### config.mk
export PLATFORM = sky130hd
export DESIGN_NAME = buddy_page_allocator
export DESIGN_NICKNAME = d
export VERILOG_FILES = /design/src/hdl/bpa_pkg.sv /design/src/hdl/bpa_ctrl.sv /design/src/hdl/bpa_datapath.sv /design/src/hdl/buddy_page_allocator.sv
export SDC_FILE = /design/constraint.sdc
export NUM_CORES = 1
export LEC_CHECK = 0
export ABC_AREA = 1
export BUFFER_PORTS_ARGS = -buffer_cell sky130_fd_sc_hd__buf_2
export CAP_MARGIN = 30
export CORE_MARGIN = 5
export CORE_UTILIZATION = 47
export CTS_BUF_LIST = sky130_fd_sc_hd__clkbuf_2
export CTS_CLUSTER_DIAMETER = 40
export DETAILED_ROUTE_END_ITERATION = 10
export PLACE_DENSITY_LB_ADDON = 0.3
export RECOVER_POWER = 25
export SLEW_MARGIN = 20
export SYNTH_ARGS = -nofsm -noshare
export SYNTH_HDL_FRONTEND = slang
export SYNTH_HIERARCHICAL = 1
export SYNTH_SLANG_ARGS = --single-unit
### constraint.sdc
create_clock -name clk -period 10.7 [get_ports clk]
set_clock_uncertainty 0.15 [all_clocks]
set_input_delay 0.535 -clock clk [delete_from_list [all_inputs] [get_ports clk]]
set_output_delay 0.535 -clock clk [all_outputs]
set_load 0.01 [all_outputs]
### src/hdl/bpa_pkg.sv
// ----------------------------------------------------------------------------
// bpa_pkg
// Shared constants, types and helpers of the buddy page allocator.
// ----------------------------------------------------------------------------
package bpa_pkg;

  localparam int MAX_ORDER  = 7;
  localparam int NUM_LEVELS = MAX_ORDER + 1;
  localparam int ORDER_W    = 3;
  localparam int REQ_W      = 8;
  localparam int PAGE_W     = 7;
  localparam int IDX_W      = $clog2(NUM_LEVELS);
  // must hold the rounded order of the widest request and one past the top level
  localparam int LVL_W      = $clog2(((MAX_ORDER > REQ_W) ? MAX_ORDER : REQ_W) + 2);

  localparam logic [ORDER_W-1:0] POOL_ORDER_RESET = ORDER_W'(7);

  typedef logic [LVL_W-1:0]  lvl_t;
  typedef logic [PAGE_W-1:0] page_t;

  typedef enum logic [2:0] {
    ST_IDLE,
    ST_SEARCH,
    ST_SPLIT,
    ST_GRANT,
    ST_FAIL
  } state_t;

  typedef struct packed {
    logic accept;
    logic search_step;
    logic take;
    logic split_step;
    logic load_ok;
    logic load_fail;
  } cmd_t;

  typedef struct packed {
    logic lvl_over_top;
    logic lvl_free;
    logic lvl_above_k;
    logic out_free;
  } status_t;

  // smallest k with 2^k >= n, zero pages treated as one
  function automatic lvl_t round_up_order(input logic [REQ_W-1:0] n);
    logic [REQ_W-1:0] m;
    lvl_t             k;
    m = n - REQ_W'(1);
    k = '0;
    if (n > REQ_W'(1)) begin
      for (int i = 0; i < REQ_W; i++) begin
        if (m[i]) begin
          k = lvl_t'(i + 1);
        end
      end
    end
    return k;
  endfunction

  // pool order saturated to the largest supported level
  function automatic lvl_t effective_order(input logic [ORDER_W-1:0] po);
    lvl_t p;
    p = lvl_t'(po);
    return (p > lvl_t'(MAX_ORDER)) ? lvl_t'(MAX_ORDER) : p;
  endfunction

endpackage

### src/hdl/bpa_ctrl.sv
// ----------------------------------------------------------------------------
// bpa_ctrl
// Controller: sequences level search, block split and result hand-off.
// ----------------------------------------------------------------------------
module bpa_ctrl (
  input  logic             clk,
  input  logic             rst,
  input  logic             in_valid,
  output logic             in_stall,
  input  bpa_pkg::status_t status,
  output bpa_pkg::cmd_t    cmd
);

  bpa_pkg::state_t state;
  bpa_pkg::state_t state_next;

  always_ff @(posedge clk) begin
    if (rst) begin
      state <= bpa_pkg::ST_IDLE;
    end else begin
      state <= state_next;
    end
  end

  always_comb begin
    state_next = state;
    unique case (state)
      bpa_pkg::ST_IDLE: begin
        if (in_valid) state_next = bpa_pkg::ST_SEARCH;
      end
      bpa_pkg::ST_SEARCH: begin
        if (status.lvl_over_top) begin
          state_next = bpa_pkg::ST_FAIL;
        end else if (status.lvl_free) begin
          state_next = bpa_pkg::ST_SPLIT;
        end
      end
      bpa_pkg::ST_SPLIT: begin
        if (!status.lvl_above_k) state_next = bpa_pkg::ST_GRANT;
      end
      bpa_pkg::ST_GRANT: begin
        if (status.out_free) state_next = bpa_pkg::ST_IDLE;
      end
      bpa_pkg::ST_FAIL: begin
        if (status.out_free) state_next = bpa_pkg::ST_IDLE;
      end
      default: state_next = bpa_pkg::ST_IDLE;
    endcase
  end

  always_comb begin
    cmd      = '0;
    in_stall = 1'b1;
    unique case (state)
      bpa_pkg::ST_IDLE: begin
        in_stall   = 1'b0;
        cmd.accept = in_valid;
      end
      bpa_pkg::ST_SEARCH: begin
        if (!status.lvl_over_top) begin
          cmd.take        = status.lvl_free;
          cmd.search_step = !status.lvl_free;
        end
      end
      bpa_pkg::ST_SPLIT: begin
        cmd.split_step = status.lvl_above_k;
      end
      bpa_pkg::ST_GRANT: begin
        cmd.load_ok = status.out_free;
      end
      bpa_pkg::ST_FAIL: begin
        cmd.load_fail = status.out_free;
      end
      default: begin
        cmd = '0;
      end
    endcase
  end

endmodule

### src/hdl/bpa_datapath.sv
// ----------------------------------------------------------------------------
// bpa_datapath
// Level table, search and split counter, and the result register.
// ----------------------------------------------------------------------------
module bpa_datapath (
  input  logic                              clk,
  input  logic                              rst,
  input  logic                              cfg_wen,
  input  logic [bpa_pkg::ORDER_W-1:0]       cfg_wdata,
  input  logic [bpa_pkg::REQ_W-1:0]         request_pages,
  input  bpa_pkg::cmd_t                     cmd,
  output bpa_pkg::status_t                  status,
  output logic                              out_valid,
  input  logic                              out_stall,
  output logic                              alloc_failed,
  output logic [bpa_pkg::PAGE_W-1:0]        first_page,
  output logic [bpa_pkg::PAGE_W-1:0]        last_page
);

  logic [bpa_pkg::ORDER_W-1:0] pool_order;
  logic                        level_free  [bpa_pkg::NUM_LEVELS];
  bpa_pkg::page_t              level_start [bpa_pkg::NUM_LEVELS];

  bpa_pkg::lvl_t  k;
  bpa_pkg::lvl_t  lvl;
  bpa_pkg::page_t start;

  bpa_pkg::lvl_t              top;
  bpa_pkg::lvl_t              cfg_top;
  bpa_pkg::lvl_t              lvl_dn;
  logic [bpa_pkg::IDX_W-1:0]  idx;
  logic [bpa_pkg::IDX_W-1:0]  idx_dn;

  assign top     = bpa_pkg::effective_order(pool_order);
  assign cfg_top = bpa_pkg::effective_order(cfg_wdata);
  assign lvl_dn  = lvl - bpa_pkg::lvl_t'(1);
  assign idx     = lvl[bpa_pkg::IDX_W-1:0];
  assign idx_dn  = lvl_dn[bpa_pkg::IDX_W-1:0];

  // the table read is used only while lvl is at or below the top level
  assign status.lvl_over_top = lvl > top;
  assign status.lvl_free     = level_free[idx];
  assign status.lvl_above_k  = lvl > k;
  assign status.out_free     = !out_valid || !out_stall;

  always_ff @(posedge clk) begin
    if (rst) begin
      pool_order <= bpa_pkg::POOL_ORDER_RESET;
      for (int i = 0; i < bpa_pkg::NUM_LEVELS; i++) begin
        level_free[i]  <= (bpa_pkg::lvl_t'(i) ==
                           bpa_pkg::effective_order(bpa_pkg::POOL_ORDER_RESET));
        level_start[i] <= '0;
      end
    end else if (cfg_wen) begin
      pool_order <= cfg_wdata;
      for (int i = 0; i < bpa_pkg::NUM_LEVELS; i++) begin
        level_free[i]  <= (bpa_pkg::lvl_t'(i) == cfg_top);
        level_start[i] <= '0;
      end
    end else if (cmd.take) begin
      level_free[idx] <= 1'b0;
    end else if (cmd.split_step) begin
      // upper half of the block stays free one level down
      level_free[idx_dn]  <= 1'b1;
      level_start[idx_dn] <= start + (bpa_pkg::page_t'(1) << lvl_dn);
    end
  end

  always_ff @(posedge clk) begin
    if (cmd.accept) begin
      k   <= bpa_pkg::round_up_order(request_pages);
      lvl <= bpa_pkg::round_up_order(request_pages);
    end else if (cmd.search_step) begin
      lvl <= lvl + bpa_pkg::lvl_t'(1);
    end else if (cmd.split_step) begin
      lvl <= lvl_dn;
    end
    if (cmd.take) begin
      start <= level_start[idx];
    end
  end

  always_ff @(posedge clk) begin
    if (rst) begin
      out_valid <= 1'b0;
    end else if (cmd.load_ok || cmd.load_fail) begin
      out_valid <= 1'b1;
    end else if (out_valid && !out_stall) begin
      out_valid <= 1'b0;
    end
  end

  always_ff @(posedge clk) begin
    if (cmd.load_ok) begin
      alloc_failed <= 1'b0;
      first_page   <= start;
      last_page    <= start + (bpa_pkg::page_t'(1) << k) - bpa_pkg::page_t'(1);
    end else if (cmd.load_fail) begin
      alloc_failed <= 1'b1;
      first_page   <= '0;
      last_page    <= '0;
    end
  end

  a_split_above_k: assert property (@(posedge clk) disable iff (rst)
    cmd.split_step |-> (lvl > k && lvl <= top))
    else $error("split below requested order");

  a_take_free: assert property (@(posedge clk) disable iff (rst)
    cmd.take |-> (lvl <= top && lvl >= k && level_free[idx]))
    else $error("took a level that holds no free block");

  a_grant_word: assert property (@(posedge clk) disable iff (rst)
    cmd.load_ok |=> (out_valid && !alloc_failed && first_page == $past(start)))
    else $error("granted word not loaded");

  a_fail_word: assert property (@(posedge clk) disable iff (rst)
    cmd.load_fail |=> (out_valid && alloc_failed && first_page == '0 && last_page == '0))
    else $error("fail word not zeroed");

  a_no_overwrite: assert property (@(posedge clk) disable iff (rst)
    (cmd.load_ok || cmd.load_fail) |-> (!out_valid || !out_stall))
    else $error("result register overwritten while stalled");

endmodule

### src/hdl/buddy_page_allocator.sv
// ----------------------------------------------------------------------------
// buddy_page_allocator
// Allocation-only buddy page allocator: controller plus level datapath.
// ----------------------------------------------------------------------------
// sequence: after the accepting edge the search steps up a level at a time from the
//   rounded order to the first free level, then splits down a level at a time to the
//   rounded order and loads the result, or a fail word past the top level; out_stall
//   can hold the load. One request at a time: the next word is taken in the cycle
//   after the result is loaded
// reset: pool order 7, one free block at page 0, no result pending
// ----------------------------------------------------------------------------
module buddy_page_allocator (
  input  logic                        clk,
  input  logic                        rst,
  input  logic                        cfg_wen,
  input  logic [bpa_pkg::ORDER_W-1:0] cfg_wdata,
  input  logic                        in_valid,
  output logic                        in_stall,
  input  logic [bpa_pkg::REQ_W-1:0]   request_pages,
  output logic                        out_valid,
  input  logic                        out_stall,
  output logic                        alloc_failed,
  output logic [bpa_pkg::PAGE_W-1:0]  first_page,
  output logic [bpa_pkg::PAGE_W-1:0]  last_page
);

  bpa_pkg::cmd_t    cmd;
  bpa_pkg::status_t status;

  bpa_ctrl u_ctrl (
    .clk      (clk),
    .rst      (rst),
    .in_valid (in_valid),
    .in_stall (in_stall),
    .status   (status),
    .cmd      (cmd)
  );

  bpa_datapath u_datapath (
    .clk           (clk),
    .rst           (rst),
    .cfg_wen       (cfg_wen),
    .cfg_wdata     (cfg_wdata),
    .request_pages (request_pages),
    .cmd           (cmd),
    .status        (status),
    .out_valid     (out_valid),
    .out_stall     (out_stall),
    .alloc_failed  (alloc_failed),
    .first_page    (first_page),
    .last_page     (last_page)
  );

endmodule
==> impl_summary.txt, run 1 <==
----------------------------------------------------
[Setup path]
  Largest driver fanout on the critical path ... 36
  Kind of critical path ... reg2reg
  Startpoint types ... flop
  Startpoint of the worst register-to-register path ... u_datapath/lvl[0]
  Capturing element type of the critical path ... flop
  Data arrival time at the worst-slack endpoint ... 4.58 ns
  Start point of the critical path ... u_datapath/lvl[0]
  Required time at the worst-slack endpoint ... roughly 11 ns

[Hold path]
  Hold wc startpoint ... out_stall
  Hold WC Path Type ... in2reg

[Clocking]
  Maximum buffer depth of the clock tree ... 2
  CTS Hold Buffers Added ... 0
  Total number of H-tree levels ... 3
  Worst-skew pair later-pin latency ... 0.57 ns
  Number of buffers created by CTS ... 9
  Number of gates given a new drive strength after cts ... 0
  Clk sink count ... 104
  Setup bufs post-CTS ... 0
  Root Driver ... sky130_fd_sc_hd__clkbuf_2
  Clock input transition at the sequential cells of the worst setup and hold paths ... 0.28 ns
  CTS tree ... built

[Power]
  Cell-internal power ... 0.806 mW
  Peak ir drop on the vdd network ... ~0.099 mV
  P per Cell Area ... 229 nW/um^2
  Comb pwr share ... 47.1%
  LEAKAGE ... just under 3 nW
  Register share of total power ... 38.4%
  Total power ... about 1.5 mW
  Switching power of the nets ... around 0.66 mW
  Switching Fraction ... 45.0%
  Clk network pwr share ... 14.5%

[STA]
  Slew HR ... 32.2%
  Maximum achievable frequency ... 0.227 GHz
  Tightest Pin Transition ... 1.02 ns
  Final hold vios ... 0
  Final Hold Slack ... 0.0861 ns
  Unrepaired setup endpoints after global routing ... no
  Final max-slew violation count ... 0
  Slack of the critical path ... 6.29 ns
  Portion of the clock cycle consumed by the worst path in the final layout ... 41.3%
  Total negative setup slack ... 0 ns
  Final critical-path required period ... 4.41 ns
  Setup-failing EPs final ... 0

[Cells and area]
  Count of placed standard cells in the final layout, fillers left out ... 902
  FF/Latch Area ... 3010 um^2
  Layout-stage area growth over the synthesis result ... 7.75%
  Layout cells sized above 1 ... approximately 10%
  Multi-input gate area in the final layout ... 2490 um^2
  Total of fill cells in the finished design ... 1204
  Number of nets in the final layout ... 776
  Diodes inserted ... 0

[Flow run]
  Maximum capacitance violations ... 0

[Place]
  Gp weighted congestion ... between 0.8 and 0.9
  HPWL reported at the end of detailed placement ... 9970 um
  IO Port Bufs ... 32
  Placed insts ... 885
  Pre-CTS setup slack ... 6.69 ns

[Die]
  Die extent in x ... around 120 um
  Core Area ... about 12000 um^2
  Floorplan die area ... 15000 um^2
  Standard-cell rows ... ~40
  Io pins ... 33
  Overall die height ... 122 um
  Initial Util ... a little under half

[Global route]
  Total grt overflow ... 0
  GRT Overall Usage ... 18.7%
  Initial antenna violation count ... 0
  Wire length of the first global-routing pass ... 21700 um
  Vias in the first global route ... 4565
  Pin count of the biggest net entering global routing ... 37

[Drt]
  Number of detailed-routing iterations run before antenna repair ... 6
  Wirelength, routed ... 13300 um
  Count of routing violations after the opening detailed-route iteration ... 330
  Total via count after detailed routing ... about 4600
  Detail Route Antenna Nets ... 0
  Post-detailed-route via-to-cell ratio ... 5.15
  Mean routed wirelength per cell ... about 15 um
  Count of unresolved DRC violations after routing ... 0

[Logic synthesis]
  Async SR Flop Fraction ... 0%
  Biggest area consumer among synthesized cells ... sky130_fd_sc_hd__edfxtp_1
  Seq/Total Area, Yosys ... 50.8%
  Gate count after technology mapping ... 692
  Largest cells by area after synthesis ... sky130_fd_sc_hd__edfxtp_1, sky130_fd_sc_hd__nor2_1, sky130_fd_sc_hd__nand2_1
  Number of synthesized flops with an enable pin ... 93
  Mean Syn Cell Area ... 8.56 um^2
  Synthesized Nets ... 743
  Top post-synthesis cells by count ... sky130_fd_sc_hd__nor2_1, sky130_fd_sc_hd__nand2_1, sky130_fd_sc_hd__edfxtp_1
  Post-synthesis sequential element count ... approximately 100
  Synthesis warning total ... 6
  Flip-flop cell with the highest count after synthesis ... sky130_fd_sc_hd__edfxtp_1
  Netlist area before placement ... 5930 um^2
  Synth cell types ... 39
  Most frequent cell after synthesis ... sky130_fd_sc_hd__nor2_1
  Area share of the largest cell type after synthesis ... between 40% and 50%

[Outcome]
  Run status ... completed

----------------------------------------------------
==> power by group through the flow <==
stage / clock (mW) / combinational [mW] / sequential [mW]
final: 0.213 / 0.690 / 0.562
after global routing: 0.235 / 0.774 / 0.570
after CTS: 0.218 / 0.690 / 0.563
after global placement: 0 / 0.674 / 0.570
after floorplan: 0 / 0.498 / 0.561
after detailed placement: 0 / 0.685 / 0.572
==> layout make-up <==
cell class	count	share of cell area, %
Clock buffer	11	0.862
Clock inverter	5	1.35
Inverter	96	5.68
Multi-Input combinational cell	477	39.0
Sequential cell	104	47.2
Tap cell	172	3.37
Timing Repair Buffer	37	2.59
==> layout by cell type (no fill, tap or decap), types with 5 or more instances in the layout <==
master | synthesis | routed
sky130_fd_sc_hd__clkbuf_1 | 11 | 20
sky130_fd_sc_hd__nor3_1 | 9 | 9
sky130_fd_sc_hd__o21ai_0 | 45 | 45
sky130_fd_sc_hd__nand2_1 | 121 | 121
sky130_fd_sc_hd__edfxtp_1 | 93 | 93
sky130_fd_sc_hd__nor2_1 | 148 | 149
sky130_fd_sc_hd__a31oi_1 | 9 | 9
sky130_fd_sc_hd__xor2_1 | 5 | 5
sky130_fd_sc_hd__ha_1 | 33 | 33
sky130_fd_sc_hd__nor2_2 | 14 | 13
sky130_fd_sc_hd__clkbuf_2 | 0 | 12
sky130_fd_sc_hd__nand2_2 | 10 | 10
sky130_fd_sc_hd__a21oi_1 | 15 | 15
sky130_fd_sc_hd__o22ai_1 | 7 | 7
sky130_fd_sc_hd__o21ai_1 | 7 | 7
sky130_fd_sc_hd__inv_2 | 8 | 7
sky130_fd_sc_hd__dfxtp_1 | 11 | 11
sky130_fd_sc_hd__inv_1 | 87 | 88
sky130_fd_sc_hd__nand3_1 | 25 | 25
sky130_fd_sc_hd__buf_2 | 3 | 14
==> state kept, by name, summed over array words and instances (netlist names), named ones only <==
| signal | flops |
|---|---|
| u_datapath/last_page | 7 |
| u_datapath/alloc_failed | 1 |
| u_datapath/level_free | 8 |
| u_ctrl/state | 3 |
| u_datapath/start | 7 |
| u_datapath/k | 4 |
| u_datapath/out_valid | 1 |
| u_datapath/lvl | 4 |
| u_datapath/first_page | 7 |
| u_datapath/pool_order | 3 |
| u_datapath/level_start | 56 |
==> routing by layer <==
layer	share of wire [%]	GRT usage, %
met1	45	24.6
met5	0	0
met4	2.1	6.58
met3	5.0	3.27
met2	48	31.3
==> kinds of logic after synthesis <==
family	after synthesis	synth area share (%)
AOI/OAI and AO/OA	93	8.85
xor gates and xnor gates	7	1.03
adders and majority gates	35	7.64
buffers and inverters	111	7.14
DFF	104	50.8
muxes	1	0.190
and+or+nand+nor	341	24.3
==> through the flow <==
stage	cell area, um^2	util, %
after global routing	6380	51.2
final	6380	51.2
after CTS	6410	51.4
after detailed placement	6270	50.3
after global placement	6270	50.3
after floorplan	5930	-
==> path summary, 6_finish.rpt <==
path	to	slack, ns	cells after the start
max	u_datapath/level_start[3][6]	6.29	12
min	u_datapath/out_valid	0.09	3
max reg2reg	u_datapath/level_start[3][6]	6.29	12
min reg2reg	u_datapath/pool_order[2]	0.34	2
==> critical path, stage by stage (launching register included) <==
cell	delay (ns)
sky130_fd_sc_hd__edfxtp_1	0.44
sky130_fd_sc_hd__buf_4	0.25
sky130_fd_sc_hd__inv_1	0.77
sky130_fd_sc_hd__ha_1	0.39
sky130_fd_sc_hd__a31oi_1	0.28
sky130_fd_sc_hd__or2_2	0.20
sky130_fd_sc_hd__nor3_1	0.05
sky130_fd_sc_hd__buf_4	0.18
sky130_fd_sc_hd__nor2_1	0.12
sky130_fd_sc_hd__nand2_1	0.22
sky130_fd_sc_hd__nor2_1	0.51
sky130_fd_sc_hd__nand2_2	0.27
sky130_fd_sc_hd__nand2_1	0.32
Power figures use the tool's default switching activity.
==> run 2, diff against run 1 <==
==> constraint.sdc (replaced) <==
create_clock -name clk -period 4.5 [get_ports clk]
set_clock_uncertainty 0.15 [all_clocks]
set_input_delay 0.225 -clock clk [delete_from_list [all_inputs] [get_ports clk]]
set_output_delay 0.225 -clock clk [all_outputs]
set_load 0.01 [all_outputs]
==> run 2 against run 1 <==
Effect of this change:
- first-iteration DRC count up 15%
- die area is the same
- combinational power up 150%
- clock-buffer cell count fell by 2
- wire length rose by 4.3%
- worst hold slack got worse by 0.0039 ns
- via count up 4.3%
- setup slack got worse by 5.5 ns
- total power grew 140%
- critical path type unchanged
==> impl_summary.txt, run 2 (synthesis results as in run 1) <==
----------------------------------------------------
[Clocking]
  Number of gates given a new drive strength after cts ... 0
  Total number of H-tree levels ... 3
  Setup bufs post-CTS ... 0
  Root Driver ... sky130_fd_sc_hd__clkbuf_2
  Number of buffers created by CTS ... 9
  Clock input transition at the sequential cells of the worst setup and hold paths ... 0.27 ns
  Worst-skew pair later-pin latency ... around 0.62 ns
  CTS tree ... built
  Clk sink count ... 104
  Maximum buffer depth of the clock tree ... 2

[Setup path]
  Required time at the worst-slack endpoint ... 4.69 ns
  Startpoint types ... flop
  Data arrival time at the worst-slack endpoint ... 3.95 ns
  Largest driver fanout on the critical path ... 23
  Capturing element type of the critical path ... flop
  Kind of critical path ... reg2reg

[Drt]
  Detail Route Antenna Nets ... 0
  Count of routing violations after the opening detailed-route iteration ... between 300 and 400
  Mean routed wirelength per cell ... roughly 15 um
  Wirelength, routed ... ~14000 um
  Total via count after detailed routing ... 4850
  Count of unresolved DRC violations after routing ... 0
  Number of detailed-routing iterations run before antenna repair ... 5
  Post-detailed-route via-to-cell ratio ... 5.27

[Die]
  Initial Util ... a little under half
  Floorplan die area ... 15000 um^2
  Io pins ... 33
  Overall die height ... 122 um
  Standard-cell rows ... approximately 40
  Die extent in x ... 122 um
  Core Area ... 12500 um^2

[Place]
  IO Port Bufs ... 32
  HPWL reported at the end of detailed placement ... slightly above 10000 um
  Gp weighted congestion ... 0.851
  Pre-CTS setup slack ... slightly above 0.8 ns

[STA]
  Maximum achievable frequency ... roughly 0.27 GHz
  Tightest Pin Transition ... 1.05 ns
  Final critical-path required period ... 3.76 ns
  Final Hold Slack ... 0.0821 ns
  Unrepaired setup endpoints after global routing ... no
  Slack of the critical path ... 0.744 ns
  Setup-failing EPs final ... 0
  Final hold vios ... 0
  Final max-slew violation count ... 0
  Slew HR ... 30.2%
  Total negative setup slack ... 0 ns
  Portion of the clock cycle consumed by the worst path in the final layout ... a little over four fifths

[Cells and area]
  Layout cells sized above 1 ... 9.89%
  Total of fill cells in the finished design ... ~1200
  Largest regs ... u_datapath/level_start: 56 flops, u_datapath/level_free: 8 flops
  Core occupancy in the finished layout ... 52.7%
  Leading cell types in the layout, fill and taps excluded ... sky130_fd_sc_hd__nor2_1, sky130_fd_sc_hd__nand2_1, sky130_fd_sc_hd__edfxtp_1
  Number of nets in the final layout ... 794
  Layout-stage area growth over the synthesis result ... 10.9%
  Register containing the most flip-flops in the final layout ... u_datapath/level_start
  Most common library cell in the layout ignoring fill and taps ... sky130_fd_sc_hd__nor2_1
  Max FFs per register ... 56

[Flow run]
  Maximum capacitance violations ... 0

[Power]
  Peak ir drop on the vdd network ... 0.231 mV
  P per Cell Area ... ~540 nW/um^2
  LEAKAGE ... 2.95 nW

[Global route]
  Total grt overflow ... 0
  Initial antenna violation count ... 1
  Most Crowded Layer GR ... met2
  Met1 demand-to-capacity share in global routing ... 25.5%
  Pin count of the biggest net entering global routing ... 37
  Global-route met2 utilization ... about a third
  Met3 capacity usage during global routing ... 4.47%
  GRT Overall Usage ... 19.2%
  Wire length of the first global-routing pass ... between 20000 and 25000 um
  Vias in the first global route ... between 4000 and 5000

[Hold path]
  Hold WC Path Type ... in2reg

[Outcome]
  Run status ... completed

----------------------------------------------------
run 2: cell types whose count changed in the layout (fill, tap and decap cells not counted), sizes merged:
cell / previous run / this run
clkinv: 0 / 1
clkbuf: 32 / 30
buf: 16 / 17
clkinvlp: 0 / 1
dlygate4sd3: 0 / 17
diode: 0 / 1
run 2: what timing repair did:
item / 4_1_cts / 5_1_grt
setup endpoints to repair: 0 / 0
hold buffers: 17 / 0
endpoints found under the hold margin: 35 / 0
run 2: path summary, 6_finish.rpt:
path / start / endpoint / slack, ns / cells after the start
hold reg to reg: u_datapath/alloc_failed / u_datapath/alloc_failed / 0.36 / 2
setup / recovery: u_datapath/lvl[1] / u_datapath/level_start[1][5] / 0.74 / 16
setup reg to reg: u_datapath/lvl[1] / u_datapath/level_start[1][5] / 0.74 / 16
hold / removal: request_pages[5] / u_datapath/k[2] / 0.08 / 7
run 2: metrics by stage:
| step | power [mW] | area, um^2 | cells |
|---|---|---|---|
| finish | 3.52 | 6570 | 921 |
| global route | 3.79 | 6570 | 921 |
| CTS | 3.53 | 6600 | 920 |
| detailed placement | 3.00 | 6290 | 887 |
| global placement | 2.96 | 6290 | 887 |
| floorplan | 2.52 | 5930 | 692 |
run 2: where the power goes:
| group | switching, mW | internal [mW] | total (mW) |
|---|---|---|---|
| combinational | 1.18 | 0.516 | 1.70 |
| clock | 0.329 | 0.190 | 0.519 |
| sequential | 0.0873 | 1.22 | 1.31 |
run 2: layout make-up:
class                      instances  area, um^2  area share [%]
sequential                       104        3010            45.9
multi-input combinational        477        2490            37.9
inverter                          96         363            5.52
timing repair buffer              55         344            5.24
tap                              172         215            3.28
clock inverter                     7         100            1.52
clock buffer                       9        45.0           0.686
antenna                            1        2.50          0.0381
run 2: critical path, stage by stage, from the launching register on:
cell and delay (ns):
sky130_fd_sc_hd__edfxtp_1 0.39, sky130_fd_sc_hd__buf_4 0.26, sky130_fd_sc_hd__inv_2 0.19, sky130_fd_sc_hd__ha_1 0.24
sky130_fd_sc_hd__or2_4 0.26, sky130_fd_sc_hd__nand2_4 0.11, sky130_fd_sc_hd__inv_4 0.08, sky130_fd_sc_hd__nand2_1 0.06
sky130_fd_sc_hd__nor2_1 0.05, sky130_fd_sc_hd__ha_1 0.34, sky130_fd_sc_hd__a21oi_1 0.14, sky130_fd_sc_hd__nand2_1 0.09
sky130_fd_sc_hd__nand2_1 0.07, sky130_fd_sc_hd__nand2_1 0.05, sky130_fd_sc_hd__a21oi_1 0.14, sky130_fd_sc_hd__xor2_1 0.76
sky130_fd_sc_hd__nor2_1 0.11
run 2: routing by layer:
| metal | share of wire, % | vias up |
|---|---|---|
| met5 | 0 | - |
| met3 | 7.4 | 19 |
| met2 | 47 | 181 |
| li1 | - | 2371 |
| met4 | 1.7 | 0 |
| met1 | 44 | 2279 |
==> run 3, diff against run 2 <==
--- a/config.mk
+++ b/config.mk
@@ -5,7 +5,7 @@
 export SDC_FILE = /design/constraint.sdc
 export NUM_CORES = 1
 export LEC_CHECK = 0
-export ABC_AREA = 1
+export ABC_AREA = 0
 export BUFFER_PORTS_ARGS = -buffer_cell sky130_fd_sc_hd__buf_2
 export CAP_MARGIN = 30
 export CORE_MARGIN = 5
==> constraint.sdc (replaced) <==
create_clock -name clk -period 3.5 [get_ports clk]
set_clock_uncertainty 0.15 [all_clocks]
set_input_delay 0.175 -clock clk [delete_from_list [all_inputs] [get_ports clk]]
set_output_delay 0.175 -clock clk [all_outputs]
set_load 0.01 [all_outputs]
==> run 3 against run 2 <==
Effect of this change:
- worst hold slack improved by 0.038 ns
- area after synthesis increased by 0.42%
- synthesized cell count shrank 23%
- global-route usage is 0.17 points lower
- first-iteration DRC count fell by 25%
- critical path depth decreased by 4
- combinational power grew 6%
- cell count shrank 15%
==> impl_summary.txt, run 3 <==
----------------------------------------------------
[Setup path]
  Register-to-Register Path Depth ... 12
  Worst path top cell family by delay ... compound AO/OA/AOI/OAI gates
  Crit. path cell count ... 12
  Slowest cell on the critical path ... sky130_fd_sc_hd__edfxtp_1
  Count of buffer and inverter cells on the critical path ... 3
  Largest driver fanout on the critical path ... 14
  Startpoint types ... flop
  Kind of critical path ... reg2reg
  Max stage delay on crit path ... 0.43 ns
  Cell breakdown of the critical path ... buf_4 > buf_8 > inv_1 > ha_4 > o41ai_4 > and2_1 > ha_1 > nor2b_2 > o31a_1 > o21a_1 > or3_4 > a21oi_1
  Required time at the worst-slack endpoint ... between 3 and 4 ns
  Data arrival time at the worst-slack endpoint ... between 3 and 4 ns
  Capturing element type of the critical path ... flop

[STA]
  Unrepaired setup endpoints after global routing ... no
  Final hold vios ... 0
  Setup-failing EPs final ... 0
  Slew HR ... 41.6%
  Maximum achievable frequency ... roughly 0.30 GHz
  Portion of the clock cycle consumed by the worst path in the final layout ... 96.4%
  Final max-slew violation count ... 0
  Total negative setup slack ... 0 ns
  Tightest Pin Transition ... 0.876 ns
  Final critical-path required period ... between 3 and 4 ns

[Drt]
  Number of detailed-routing iterations run before antenna repair ... 5
  Wirelength, routed ... about 14000 um
  Count of routing violations after the opening detailed-route iteration ... 286
  Detail Route Antenna Nets ... 0
  Count of unresolved DRC violations after routing ... 0
  Total via count after detailed routing ... 4316
  Mean routed wirelength per cell ... 17.4 um
  Post-detailed-route via-to-cell ratio ... 5.51

[Cells and area]
  Number of nets in the final layout ... 657
  Largest regs ... u_datapath/level_start: 56 flops, u_datapath/level_free: 8 flops
  Core occupancy in the finished layout ... a little under three fifths
  Count of placed standard cells in the final layout, fillers left out ... 784
  Leading cell types in the layout, fill and taps excluded ... sky130_fd_sc_hd__edfxtp_1, sky130_fd_sc_hd__nor2_1, sky130_fd_sc_hd__nand2_1
  Layout cells sized above 1 ... 19.0%
  Total of fill cells in the finished design ... 1139
  Most common library cell in the layout ignoring fill and taps ... sky130_fd_sc_hd__edfxtp_1
  Layout-stage area growth over the synthesis result ... 16.0%
  Register containing the most flip-flops in the final layout ... u_datapath/level_start
  Max FFs per register ... 56

[Clocking]
  Root Driver ... sky130_fd_sc_hd__clkbuf_2
  Clk sink count ... 104
  Maximum buffer depth of the clock tree ... 2
  Worst-skew pair later-pin latency ... 0.64 ns
  Clock input transition at the sequential cells of the worst setup and hold paths ... 0.30 ns
  Number of buffers created by CTS ... 9
  Total number of H-tree levels ... 3
  CTS tree ... built

[Place]
  Gp weighted congestion ... roughly 0.88
  IO Port Bufs ... 32
  Placed insts ... between 700 and 800
  HPWL reported at the end of detailed placement ... 9860 um

[Logic synthesis]
  Flip-flop cell with the highest count after synthesis ... sky130_fd_sc_hd__edfxtp_1
  Top post-synthesis cells by count ... sky130_fd_sc_hd__edfxtp_1, sky130_fd_sc_hd__nor2_1, sky130_fd_sc_hd__nand2_1
  Area share of the largest cell type after synthesis ... approximately 47%
  Gate count after technology mapping ... 536
  Largest cells by area after synthesis ... sky130_fd_sc_hd__edfxtp_1, sky130_fd_sc_hd__ha_1, sky130_fd_sc_hd__mux4_2
  Synthesis warning total ... 6
  Synth cell types ... 67
  Post-synthesis sequential element count ... ~100
  Netlist area before placement ... ~6000 um^2
  Number of synthesized flops with an enable pin ... 93
  Mean Syn Cell Area ... 11.1 um^2
  Async SR Flop Fraction ... 0%
  Seq/Total Area, Yosys ... 50.6%
  Biggest area consumer among synthesized cells ... sky130_fd_sc_hd__edfxtp_1
  Most frequent cell after synthesis ... sky130_fd_sc_hd__edfxtp_1
  Synthesized Nets ... 587

[Global route]
  Pin count of the biggest net entering global routing ... 21
  Wire length of the first global-routing pass ... about 22000 um
  Total grt overflow ... 0
  Initial antenna violation count ... 1
  GRT Overall Usage ... 19.1%
  Vias in the first global route ... 4384

[Power]
  Cell-internal power ... 2.45 mW
  P per Cell Area ... 581 nW/um^2
  Total power ... 4.01 mW
  Peak ir drop on the vdd network ... 0.237 mV
  Clk network pwr share ... 15.1%
  LEAKAGE ... 2.73 nW
  Register share of total power ... about two fifths
  Switching Fraction ... 38.9%
  Comb pwr share ... 45.0%
  Switching power of the nets ... 1.56 mW

[Die]
  Standard-cell rows ... 41
  Initial Util ... between 40% and 50%
  Overall die height ... 123 um
  Core Area ... 12500 um^2
  Floorplan die area ... 15000 um^2
  Io pins ... 33
  Die extent in x ... 123 um

[Hold path]
  Hold Crit Depth ... 5
  Hold WC Path Type ... in2reg

[Outcome]
  Run status ... completed

[Flow run]
  Maximum capacitance violations ... 0

----------------------------------------------------
## run 3: repair_timing
action	CTS	global route
hold endpoints to repair	30	0
gates resized for setup	0	21
setup buffers	0	4
endpoints found under the setup margin	0	46
hold buffers	20	0
## run 3: cell type report
cell class                 instances  area (um^2)  share of cell area [%]
clock buffer                       9         45.0                   0.653
multi-input combinational        368         2830                    40.9
timing repair buffer              82          563                    8.16
tap                              172          215                    3.12
clock inverter                     7         77.6                    1.12
antenna                            1         2.50                  0.0363
sequential                       104         3010                    43.7
inverter                          41          159                    2.30
## run 3: per-stage QoR
step	worst slack, ns	cell area (um^2)	hold WS [ns]
6_report	0.127	6900	0.120
5_1_grt	0.000447	6900	0.132
4_1_cts	0.0750	6810	0.0461
3_5_place_dp	0.0990	6480	0.310
3_3_place_gp	0.217	6470	0.302
2_1_floorplan	0.00947	6030	0.102
## run 3: kinds of logic after synthesis
group / Yosys count / share of synthesized area [%]
buffers and inverters: 64 / 4.29
muxes: 21 / 7.02
and+or+nand+nor: 203 / 17.3
DFF: 104 / 50.6
adders and majority gates: 35 / 7.61
AOI/OAI and AO/OA: 88 / 9.97
xor gates and xnor gates: 21 / 3.22
## run 3: worst paths after layout
path / start / end / slack [ns]
worst max-delay path: u_datapath/lvl[1] / u_datapath/level_start[6][6] / 0.13
worst min-delay path: request_pages[4] / flop / 0.12
worst max register to register: u_datapath/lvl[1] / u_datapath/level_start[6][6] / 0.13
worst min register to register: u_datapath/alloc_failed / u_datapath/alloc_failed / 0.36
## run 3: power groups by stage
stage	Combinational, mW	Clock [mW]	Sequential [mW]
2_1_floorplan	1.20	0	1.63
6_report	1.80	0.605	1.60
5_1_grt	1.97	0.680	1.62
4_1_cts	1.70	0.623	1.60
3_5_place_dp	1.66	0	1.63
3_3_place_gp	1.62	0	1.63
## run 3: worst register-to-register path, cell delays in order (launching register included)
cell and delay [ns]:
sky130_fd_sc_hd__edfxtp_1 0.43, sky130_fd_sc_hd__buf_4 0.14, sky130_fd_sc_hd__buf_8 0.15, sky130_fd_sc_hd__inv_1 0.11, sky130_fd_sc_hd__ha_4 0.21, sky130_fd_sc_hd__o41ai_4 0.41
sky130_fd_sc_hd__and2_1 0.18, sky130_fd_sc_hd__ha_1 0.26, sky130_fd_sc_hd__nor2b_2 0.18, sky130_fd_sc_hd__o31a_1 0.26, sky130_fd_sc_hd__o21a_1 0.21, sky130_fd_sc_hd__or3_4 0.39
sky130_fd_sc_hd__a21oi_1 0.17
## run 3: per-layer routing
layer	vias up	global-route usage [%]	wire length (um)
met3	26	3.82	671
met2	122	33.2	6780
met4	0	5.53	244
met5	-	0	0
li1	2071	-	-
met1	2097	24.1	5970
